<file path="src/hw/rtl/jfdq_ram.sv">
// Generic single-port RAM with a registered read.
`default_nettype none
module jfdq_ram #(
    parameter int WIDTH = 8,
    parameter int DEPTH = 64
) (
    input  wire logic                     aclk,
    input  wire logic                     we,
    input  wire logic [$clog2(DEPTH)-1:0] addr,
    input  wire logic [WIDTH-1:0]         wdata,
    output logic      [WIDTH-1:0]         rdata
);
    logic [WIDTH-1:0] mem [DEPTH];

    always_ff @(posedge aclk) begin
        if (we) begin
            mem[addr] <= wdata;
        end
        rdata <= mem[addr];
    end
endmodule
`default_nettype wire

</file>
<file path="config.mk">
export PLATFORM = sky130hd
export DESIGN_NAME = jfdq_ram
export DESIGN_NICKNAME = d
export VERILOG_FILES = /design/src/hw/rtl/jfdq_ram.sv
export SDC_FILE = /design/constraint.sdc
export NUM_CORES = 1
export LEC_CHECK = 0
export BUFFER_PORTS_ARGS = -buffer_cell sky130_fd_sc_hd__clkbuf_2
export CAP_MARGIN = 25
export CELL_PAD_IN_SITES_DETAIL_PLACEMENT = 2
export CELL_PAD_IN_SITES_GLOBAL_PLACEMENT = 2
export CORE_AREA = 2 2 219 221
export DETAILED_ROUTE_END_ITERATION = 16
export DIE_AREA = 0 0 221 223
export GPL_TIMING_DRIVEN = 0
export PLACE_DENSITY_LB_ADDON = 0.1
export SLEW_MARGIN = 0
export SYNTH_ARGS = -nofsm -noshare
export SYNTH_HDL_FRONTEND = slang
export SYNTH_SLANG_ARGS = --single-unit
export TNS_END_PERCENT = 50
</file>
<file path="constraint.sdc">
create_clock -name aclk -period 2.32 [get_ports aclk]
set_input_delay 0.348 -clock aclk [delete_from_list [all_inputs] [get_ports aclk]]
set_output_delay 0.348 -clock aclk [all_outputs]
set_load 0.05 [all_outputs]
</file>
==> flow_summary.json, run 1 <==
{
  "period_share": 1.01,
  "area_growth_pct": 21.1,
  "period_needed_ns": 2.34,
  "clockPowerShare": 0.428,
  "slew_headroom": 0.362,
  "antenna_found_initial": 3,
  "clock_latency_ns": 0.62,
  "cts_buffer_depth": 3,
  "skew_ns": 0.0119,
  "antenna_left": 0,
  "status": "finished with violations",
  "gp_congestion": 0.831,
  "chipWidth_um": 221,
  "initial_core_util": 0.434,
  "synth_compound_area_frac": 0.0808,
  "synth_cells": 1171,
  "yosys.area_share.simple": 0.0571,
  "dp.cells": 1819,
  "synth_seq_cells": 520,
  "die_area_um2": 49300,
  "dieHeight_um": 223,
  "ys_seq_area_frac": 0.760,
  "synth_top_family_by_area": "multiplexers",
  "port_buffers": 22,
  "synth.most_common_cell": "edfxtp_1",
  "wl_mm": 73.4,
  "power_frac_comb": 0.072,
  "tightest_slew_ns": 0.950,
  "grt_util_all_layers": 0.300,
  "hold_class": "in -> reg",
  "crit_type": "in -> reg",
  "async_flop_share": 0,
  "fmax_mhz": 428,
  "fin_cells": 1969,
  "switching_share": 0.229,
  "synth_top_area_cell": "edfxtp_1",
  "synth_nets": 1187,
  "r2r-start": "mem[6][7]",
  "p_seq_frac": 0.501,
  "drc": 0,
  "vias": 12413,
  "fin_hold_ws_ns": 0.224,
  "rsz0062_at_grt": "yes",
  "synth_area_leaders": "edfxtp_1, mux4_2, mux2i_1, nor2_1, a22oi_1",
  "grt_overflow_total": 0,
  "yosys.area.top_type_share": 0.752,
  "synthAdderAreaFrac": 0,
  "crit_arrival_ns": 2.81,
  "synth_warnings": 0,
  "drtIter0Drc": 1306,
  "ctsHoldBuffers": 0,
  "ioPinCount": 24,
  "num-nets-final": 1325,
  "post_drt_wl_per_cell_um": 37.3,
  "required_ns": 2.79,
  "grt_pass1_wl_mm": 103,
  "violations": "setup timing",
  "fin_area_um2": 24800,
  "synth_cell_types": 56,
  "max-cap-violations": 0,
  "final_core_util": 0.525,
  "power.switching_mw": 4.78,
  "fin_setup_tns_ns": -0.0311,
  "cts_tree": "built",
  "startpoint": "addr[2]",
  "grt_pass1_vias": 13227,
  "min-delay-start": "wdata[7]",
  "ys.flop_type": "edfxtp_1",
  "total_power_mw": 20.8,
  "synth_area_um2": 20400,
  "dpl_cell_area_um2": 21500,
  "pre_cts_ws_ns": -2.16,
  "p_leak_nw": 7.98,
  "internal-power_mw": 16.0,
  "cts_max_level": 2,
  "root_buffer": "clkbuf_16",
  "critPathMaxFanout": 10,
  "drt_pass1_iterations": 5,
  "fin_ws_ns": -0.0165,
  "synth_xor_area_frac": 0,
  "finalHoldViolCount": 0,
  "ys_top_cells_by_count": "edfxtp_1, nor2_1, mux2i_1",
  "grt_max_degree": 65,
  "core_area_um2": 47100,
  "drv_slew": 0,
  "cts_sinks": 520,
  "post_synth.cell_area_avg_um2": 17.5,
  "drive_gt1_frac": 0.277,
  "synth_edf_count": 512,
  "power_density_nw_per_um2": 841,
  "setup_viol": 4,
  "ir_worst_vdd_mv": 0.624,
  "cts_buffers": 54,
  "rows": 80,
  "vias_per_cell": 6.30,
  "end_kind": "flop",
  "startpoint_type": "primary input",
  "synthMuxAreaShare": 0.0826,
  "clkTransAtPathRegs_ns": 0.06,
  "dp_hpwl_mm": 47.9
}
-- logic make-up (layout without fill, tap and decap cells) --
group | count (synthesis) | count (layout)
compound gates | 222 | 222
buf+inv | 84 | 266
flops | 520 | 520
mux | 116 | 116
other cells | 0 | 1
simple gates | 229 | 229
-- routing by layer --
| layer | vias to the layer above | global-route usage | share of wire | wire (µm) |
|---|---|---|---|---|
| met5 | - | 0 | 0 | 0 |
| met4 | 0 | 0.120 | 0.042 | 3070 |
| met3 | 146 | 0.0524 | 0.072 | 5280 |
| met2 | 604 | 0.501 | 0.49 | 36000 |
| met1 | 6613 | 0.392 | 0.40 | 29000 |
| li1 | 5050 | - | - | - |
-- sequential cells by signal, summed over array words and instances, names as in the netlist --
| name | count |
|---|---|
| mem | 512 |
| rdata | 8 |
-- worst max-delay path, stage by stage --
cell,delay (ns)
clkbuf_2,0.25
buf_6,0.23
buf_6,0.21
buf_6,0.25
mux2i_2,0.31
o22ai_1,0.12
o31ai_1,0.28
o221ai_1,0.26
or4_4,0.51
-- timing repair --
action / 4_1_cts / 5_1_grt
cloned: 0 / 0
pin swaps: 27 / 6
gates resized for setup: 218 / 33
endpoints found under the setup margin: 520 / 94
buffers inserted: 48 / 1
-- power groups by stage --
stage          clock network, mW  registers, mW  logic, mW
2_1_floorplan                  0           10.7      0.565
3_3_place_gp                   0           10.6       1.25
3_5_place_dp                   0           10.6       1.34
4_1_cts                     8.95           10.4       1.46
5_1_grt                     9.29           10.4       1.54
6_report                    8.90           10.4       1.50
-- cell usage in the layout, fill, tap and decap left out, types with 8 or more instances in the layout --
master / netlist / layout
a21oi_1: 28 / 23
a221o_1: 11 / 11
a221oi_1: 21 / 20
a22o_1: 10 / 10
a22oi_1: 40 / 40
a31oi_1: 15 / 15
and2_1: 9 / 9
and3_1: 9 / 9
buf_12: 0 / 23
buf_2: 30 / 13
buf_4: 4 / 41
buf_6: 5 / 17
clkbuf_1: 36 / 31
clkbuf_16: 0 / 57
clkbuf_2: 0 / 37
clkbuf_4: 0 / 13
clkinv_2: 0 / 9
dfxtp_1: 8 / 8
edfxtp_1: 512 / 512
mux2i_1: 63 / 58
mux4_2: 41 / 41
nand2_1: 45 / 41
nand2b_1: 24 / 22
nand3b_1: 12 / 12
nor2_1: 82 / 19
nor2_4: 0 / 63
o221ai_1: 9 / 9
o22a_1: 11 / 11
o22ai_1: 22 / 22
-- worst paths after layout --
check                to  slack [ns]  cells past startpoint
min reg2reg    rdata[0]        0.65                      3
min          mem[36][7]        0.22                      2
max            rdata[6]       -0.02                      9
max reg2reg    rdata[7]        0.04                      5
-- final cells by class --
type	instances	area, µm²
multi-input cells	567	5220
diodes	1	2.50
clock inverters	23	263
inverters	3	11.3
clock buffers	77	1520
flip-flops and latches	520	15500
fillers	4135	22400
well taps	615	769
plain buffers	80	533
repair buffers	83	911
Note: power is estimated with default switching activity, not from simulation.
==> inputs of run 2 (changes only) <==
--- a/config.mk
+++ b/config.mk
@@ -5,13 +5,14 @@
 export SDC_FILE = /design/constraint.sdc
 export NUM_CORES = 1
 export LEC_CHECK = 0
+export ABC_AREA = 1
 export BUFFER_PORTS_ARGS = -buffer_cell sky130_fd_sc_hd__clkbuf_2
 export CAP_MARGIN = 25
 export CELL_PAD_IN_SITES_DETAIL_PLACEMENT = 2
 export CELL_PAD_IN_SITES_GLOBAL_PLACEMENT = 2
-export CORE_AREA = 2 2 219 221
+export CORE_AREA = 2 2 244 246
 export DETAILED_ROUTE_END_ITERATION = 16
-export DIE_AREA = 0 0 221 223
+export DIE_AREA = 0 0 246 248
 export GPL_TIMING_DRIVEN = 0
 export PLACE_DENSITY_LB_ADDON = 0.1
 export SLEW_MARGIN = 0
==> flow_summary.json, run 2 <==
{
  "wl_mm": 79.6,
  "yosys.area.top_type_share": 0.697,
  "drtIter0Drc": 1095,
  "dieHeight_um": 248,
  "grt_overflow_total": 0,
  "period_share": 1.05,
  "ir_worst_vdd_mv": 0.607,
  "gp_congestion": 0.882,
  "p_leak_nw": 10.5,
  "fin_area_um2": 25500,
  "cts_max_level": 2,
  "max-cap-violations": 0,
  "power_density_nw_per_um2": 832,
  "hold_class": "in -> reg",
  "clockPowerShare": 0.436,
  "multi_input_area_um2": 6050,
  "synth_seq_cells": 520,
  "grt_pass1_vias": 17376,
  "core_area_um2": 58500,
  "antenna_found_initial": 0,
  "clock_latency_ns": 0.63,
  "drt_pass1_iterations": 5,
  "status": "finished with violations",
  "hold_path_depth": 1,
  "synth_area_um2": 22000,
  "regMostFlops": "mem",
  "cts_tree": "built",
  "synth_warnings": 0,
  "required_ns": 2.57,
  "grt_util_all_layers": 0.267,
  "largest_reg_flops": 512,
  "synth_cells": 2167,
  "register_area_um2": 15500,
  "grt_max_degree": 65,
  "initial_core_util": 0.377,
  "mostFrequentLayoutCell": "nand2_1",
  "power.switching_mw": 5.07,
  "slew_headroom": 0.328,
  "clkTransAtPathRegs_ns": 0.06,
  "ff2ff_path_depth": 7,
  "grt_pass1_wl_mm": 116,
  "drive_gt1_frac": 0.115,
  "n_fill_cell": 6140,
  "finalHoldViolCount": 0,
  "switching_share": 0.239,
  "end_kind": "flop",
  "skew_ns": 0.0185,
  "crit_arrival_ns": 2.69,
  "drv_slew": 0,
  "internal-power_mw": 16.1,
  "synth_edf_count": 512,
  "setup_viol": 45,
  "cts_sinks": 520,
  "ctsHoldBuffers": 0,
  "crit_type": "in -> reg",
  "die_area_um2": 61000,
  "synth_cell_types": 22,
  "ys_seq_area_frac": 0.705,
  "cts_buffer_depth": 3,
  "post_synth.cell_area_avg_um2": 10.2,
  "vias_per_cell": 5.16,
  "ioPinCount": 24,
  "fin_ws_ns": -0.123,
  "fmax_mhz": 409,
  "area_growth_pct": 15.6,
  "synth_top_area_cell": "edfxtp_1",
  "critPathMaxFanout": 10,
  "async_flop_share": 0,
  "ys_top_cells_by_count": "nand2_1, edfxtp_1, nor2_1",
  "cts_buffers": 58,
  "period_needed_ns": 2.44,
  "rows": 89,
  "ys.flop_type": "edfxtp_1",
  "rsz0062_at_grt": "yes",
  "chipWidth_um": 246,
  "tightest_slew_ns": 1.00,
  "violations": "setup timing",
  "reg_top3": "mem: 512 flops, rdata: 8 flops",
  "drc": 0,
  "synth_area_leaders": "edfxtp_1, nand2_1, nor2_1, buf_2, buf_6",
  "startpoint_type": "primary input",
  "dpl_cell_area_um2": 23400,
  "mostFrequentLayoutCells": "nand2_1, edfxtp_1, clkbuf_16",
  "root_buffer": "clkbuf_16",
  "post_drt_wl_per_cell_um": 25.8,
  "fin_hold_ws_ns": 0.160,
  "power_frac_comb": 0.073,
  "p_seq_frac": 0.491,
  "num-nets-final": 2284,
  "vias": 15935,
  "synth.most_common_cell": "nand2_1",
  "port_buffers": 18,
  "dp_hpwl_mm": 54.7,
  "synth_nets": 2183,
  "antenna_left": 0
}
## run 2: cell types whose count changed after synthesis, sizes merged, moves of 22 or more
cell,change
mux2i,-63
a22oi,-40
a21oi,-28
nand2,+1339
nand2b,-24
inv,+26
mux4,-41
buf,+33
o22ai,-22
## run 2: area by class of cell
cell class / count / area share
Tap cell: 773 / 0.0379
Clock buffer: 74 / 0.0601
Inverter: 30 / 0.00442
Sequential cell: 520 / 0.609
Timing Repair Buffer: 41 / 0.0148
Buffer: 101 / 0.0229
Clock inverter: 32 / 0.0127
Multi-Input combinational cell: 1516 / 0.238
Antenna cell: 2 / 0.000196
## run 2: kinds of logic after synthesis
logic type	synth area share
simple gates	0.260
flops	0.705
buf+inv	0.0316
compound gates	0.00329
## run 2: power groups by stage
stage | clock, mW | sequential, mW | combinational (mW)
5_1_grt | 9.69 | 10.4 | 1.69
6_report | 9.24 | 10.4 | 1.55
3_3_place_gp | 0 | 10.6 | 1.44
2_1_floorplan | 0 | 10.7 | 0.710
3_5_place_dp | 0 | 10.6 | 1.52
4_1_cts | 9.36 | 10.4 | 1.55
## run 2: path summary, 6_finish.rpt
check | startpoint | to | slack, ns
min reg2reg | mem[25][1] | rdata[1] | 0.90
max | addr[0] | mem[16][2] | -0.12
max reg2reg | mem[28][6] | rdata[6] | 0.65
min | wdata[4] | mem[45][4] | 0.16
## run 2: what timing repair did
| item | CTS | global route |
|---|---|---|
| pin swaps | 2 | 0 |
| endpoints found under the setup margin | 404 | 316 |
| setup buffers | 6 | 0 |
| gates resized for setup | 48 | 23 |
## run 2: per-stage QoR
stage | setup WS (ns) | TNS [ns] | instances | util | power, mW
detailed placement | -1.43 | -473.67 | 2975 | 0.400 | 12.1
CTS | -0.209 | -13.68 | 3087 | 0.435 | 21.3
global route | -0.190 | -4.69 | 3087 | 0.436 | 21.8
finish | -0.123 | -2.49 | 3089 | 0.436 | 21.2
global placement | -1.48 | -503.62 | 2958 | 0.395 | 12.1
floorplan | 0.00342 | 0 | 2167 | - | 11.4
## run 2: critical path, cell delays in order
cell,delay (ns)
clkbuf_2,0.10
inv_2,0.23
buf_2,0.35
buf_2,0.34
nand3_1,0.51
nor2_1,0.80
## run 2: per-layer routing
metal	share of wire	vias up	wire length [µm]	global-route usage
met5	0	-	0	0
met2	0.51	330	40300	0.475
met4	0.030	0	2370	0.0850
li1	-	7238	-	-
met1	0.43	8250	33900	0.343
met3	0.037	117	2950	0.0264
==> inputs of run 3 (changes only) <==
--- a/config.mk
+++ b/config.mk
@@ -6,13 +6,13 @@
 export NUM_CORES = 1
 export LEC_CHECK = 0
 export ABC_AREA = 1
-export BUFFER_PORTS_ARGS = -buffer_cell sky130_fd_sc_hd__clkbuf_2
 export CAP_MARGIN = 25
 export CELL_PAD_IN_SITES_DETAIL_PLACEMENT = 2
 export CELL_PAD_IN_SITES_GLOBAL_PLACEMENT = 2
 export CORE_AREA = 2 2 244 246
 export DETAILED_ROUTE_END_ITERATION = 16
 export DIE_AREA = 0 0 246 248
+export DONT_BUFFER_PORTS = 1
 export GPL_TIMING_DRIVEN = 0
 export PLACE_DENSITY_LB_ADDON = 0.1
 export SLEW_MARGIN = 0
==> flow_summary.json, run 3 (same netlist as run 2, synthesis figures left out) <==
{
  "tightest_slew_ns": 1.00,
  "drive_gt1_frac": 0.112,
  "antenna_left": 0,
  "ioPinCount": 24,
  "power.switching_mw": 5.05,
  "chipWidth_um": 246,
  "cp_top_family": "simple AND/OR/NAND/NOR gates",
  "drv_slew": 0,
  "crit_type": "in -> reg",
  "wl_mm": 79.1,
  "post_drt_wl_per_cell_um": 25.7,
  "p_leak_nw": 10.5,
  "cp_num_buf_inv": 2,
  "antenna_found_initial": 0,
  "period_share": 1.17,
  "clockPowerShare": 0.437,
  "slowest_delay_ns": 0.83,
  "clkTransAtPathRegs_ns": 0.06,
  "drtIter0Drc": 1076,
  "num-nets-final": 2266,
  "vias": 15745,
  "fin_hold_ws_ns": 0.115,
  "crit_arrival_ns": 2.97,
  "fmax_mhz": 368,
  "hold_class": "in -> reg",
  "clock_latency_ns": 0.63,
  "worst_hold_path.endpoint": "mem[29][5]",
  "port_buffers": 0,
  "hold_path_depth": 1,
  "min-delay-start": "wdata[5]",
  "slew_headroom": 0.332,
  "gp_congestion": 0.883,
  "die_area_um2": 61000,
  "mostFrequentLayoutCell": "nand2_1",
  "internal-power_mw": 16.2,
  "p_seq_frac": 0.494,
  "power_frac_comb": 0.069,
  "total_power_mw": 21.3,
  "insertedDiodeCount": 0,
  "largest_reg_flops": 512,
  "switching_share": 0.238,
  "final_core_util": 0.437,
  "ff2ff_path_depth": 7,
  "startpoint_type": "primary input",
  "cts_max_level": 2,
  "power_density_nw_per_um2": 833,
  "end_kind": "flop",
  "critPathMaxFanout": 10,
  "dp_hpwl_mm": 52.3,
  "vias_per_cell": 5.13,
  "grt_util_all_layers": 0.266,
  "mostFrequentLayoutCells": "nand2_1, edfxtp_1, clkbuf_16",
  "required_ns": 2.57,
  "grt_overflow_total": 0,
  "r2r-start": "mem[16][6]",
  "regMostFlops": "mem",
  "r2r_end": "rdata[6]",
  "initial_core_util": 0.377,
  "max-cap-violations": 0,
  "root_buffer": "clkbuf_16",
  "area_growth_pct": 15.8,
  "setup_viol": 224,
  "finalHoldViolCount": 0,
  "cts_buffers": 58,
  "violations": "setup timing",
  "reg_top3": "mem: 512 flops, rdata: 8 flops",
  "dieHeight_um": 248,
  "core_area_um2": 58500,
  "crit_path_cell_trace": "buf_2 -> buf_2 -> nor2_2 -> nand3_1 -> nor2_2",
  "cp_slowest_cell": "nor2_2",
  "skew_ns": 0.0126,
  "period_needed_ns": 2.71,
  "r2r_slack_ns": 0.63,
  "rsz0062_at_grt": "yes",
  "fin_ws_ns": -0.395,
  "grt_max_degree": 65,
  "ir_worst_vdd_mv": 0.704,
  "cts_sinks": 520,
  "grt_pass1_vias": 17210,
  "cts_buffer_depth": 3,
  "drc": 0,
  "cts_tree": "built",
  "drt_pass1_iterations": 5,
  "grt_pass1_wl_mm": 115,
  "rows": 89,
  "status": "finished with violations"
}
[run 3: cell count changes in the layout (fill, tap and decap cells not counted), moves of 5 or more]
cell	delta
buf_16	+7
buf_6	-8
clkbuf_2	-13
clkbuf_4	-6
clkinv_1	-8
nor2_1	-5
nor2_4	+6
[run 3: through the flow]
step / cells / TNS [ns] / worst slack (ns) / cell area [µm²]
global route: 3072 / -51.05 / -0.305 / 25500
CTS: 3072 / -48.89 / -0.401 / 25500
floorplan: 2167 / 0 / 0.00342 / 22000
global placement: 2940 / -522.64 / -1.39 / 23000
finish: 3072 / -48.51 / -0.395 / 25500
detailed placement: 2948 / -500.74 / -1.36 / 23100
[run 3: worst register-to-register path: stages, from the launching register on]
cell      delay, ns
edfxtp_1       0.35
or2_2          0.28
nand3_1        0.07
nand2_1        0.06
o21ai_1        0.20
nand2_1        0.14
nor2_1         0.28
nand2_1        0.17
[run 3: how the worst max path moves through the flow]
stage                        from    endpoint  slack, ns  cells past startpoint
after floorplan           addr[3]  mem[41][0]      0.003                      5
after global placement    addr[1]  mem[62][7]      -1.39                      5
after detailed placement  addr[1]   mem[7][4]      -1.36                      5
after CTS                 addr[1]  mem[13][6]      -0.40                      5
after global routing      addr[0]  mem[36][1]      -0.30                      5
final                     addr[1]  mem[37][1]      -0.39                      5
[run 3: repair_timing]
item / in CTS / in global routing
endpoints found under the setup margin: 481 / 334
hold buffers: 8 / 0
pin swaps: 2 / 0
resized for setup: 62 / 17
endpoints found under the hold margin: 512 / 0
setup buffers: 7 / 0
[run 3: per-layer routing]
layer  vias to the layer above  part of all wire  global-route usage
met5                         -                 0                   0
met4                         0             0.032              0.0916
met3                       116             0.044              0.0381
met2                       351              0.50               0.463
met1                      8075              0.43               0.339
li1                       7203                 -                   -
[run 3: final cells by class]
type | instances | area (µm²)
fill | 6165 | 32900
sequential | 520 | 15500
multi-input combinational | 1516 | 6080
clock buffer | 84 | 1650
tap | 773 | 967
buffer | 101 | 583
timing repair buffer | 23 | 358
clock inverter | 25 | 245
inverter | 30 | 113
[run 3: power groups by stage]
stage,registers (mW),logic [mW],clock network (mW)
4_1_cts,10.5,1.47,9.43
2_1_floorplan,10.7,0.710,0
6_report,10.5,1.47,9.30
3_5_place_dp,10.7,1.21,0
3_3_place_gp,10.7,1.17,0
5_1_grt,10.5,1.61,9.74
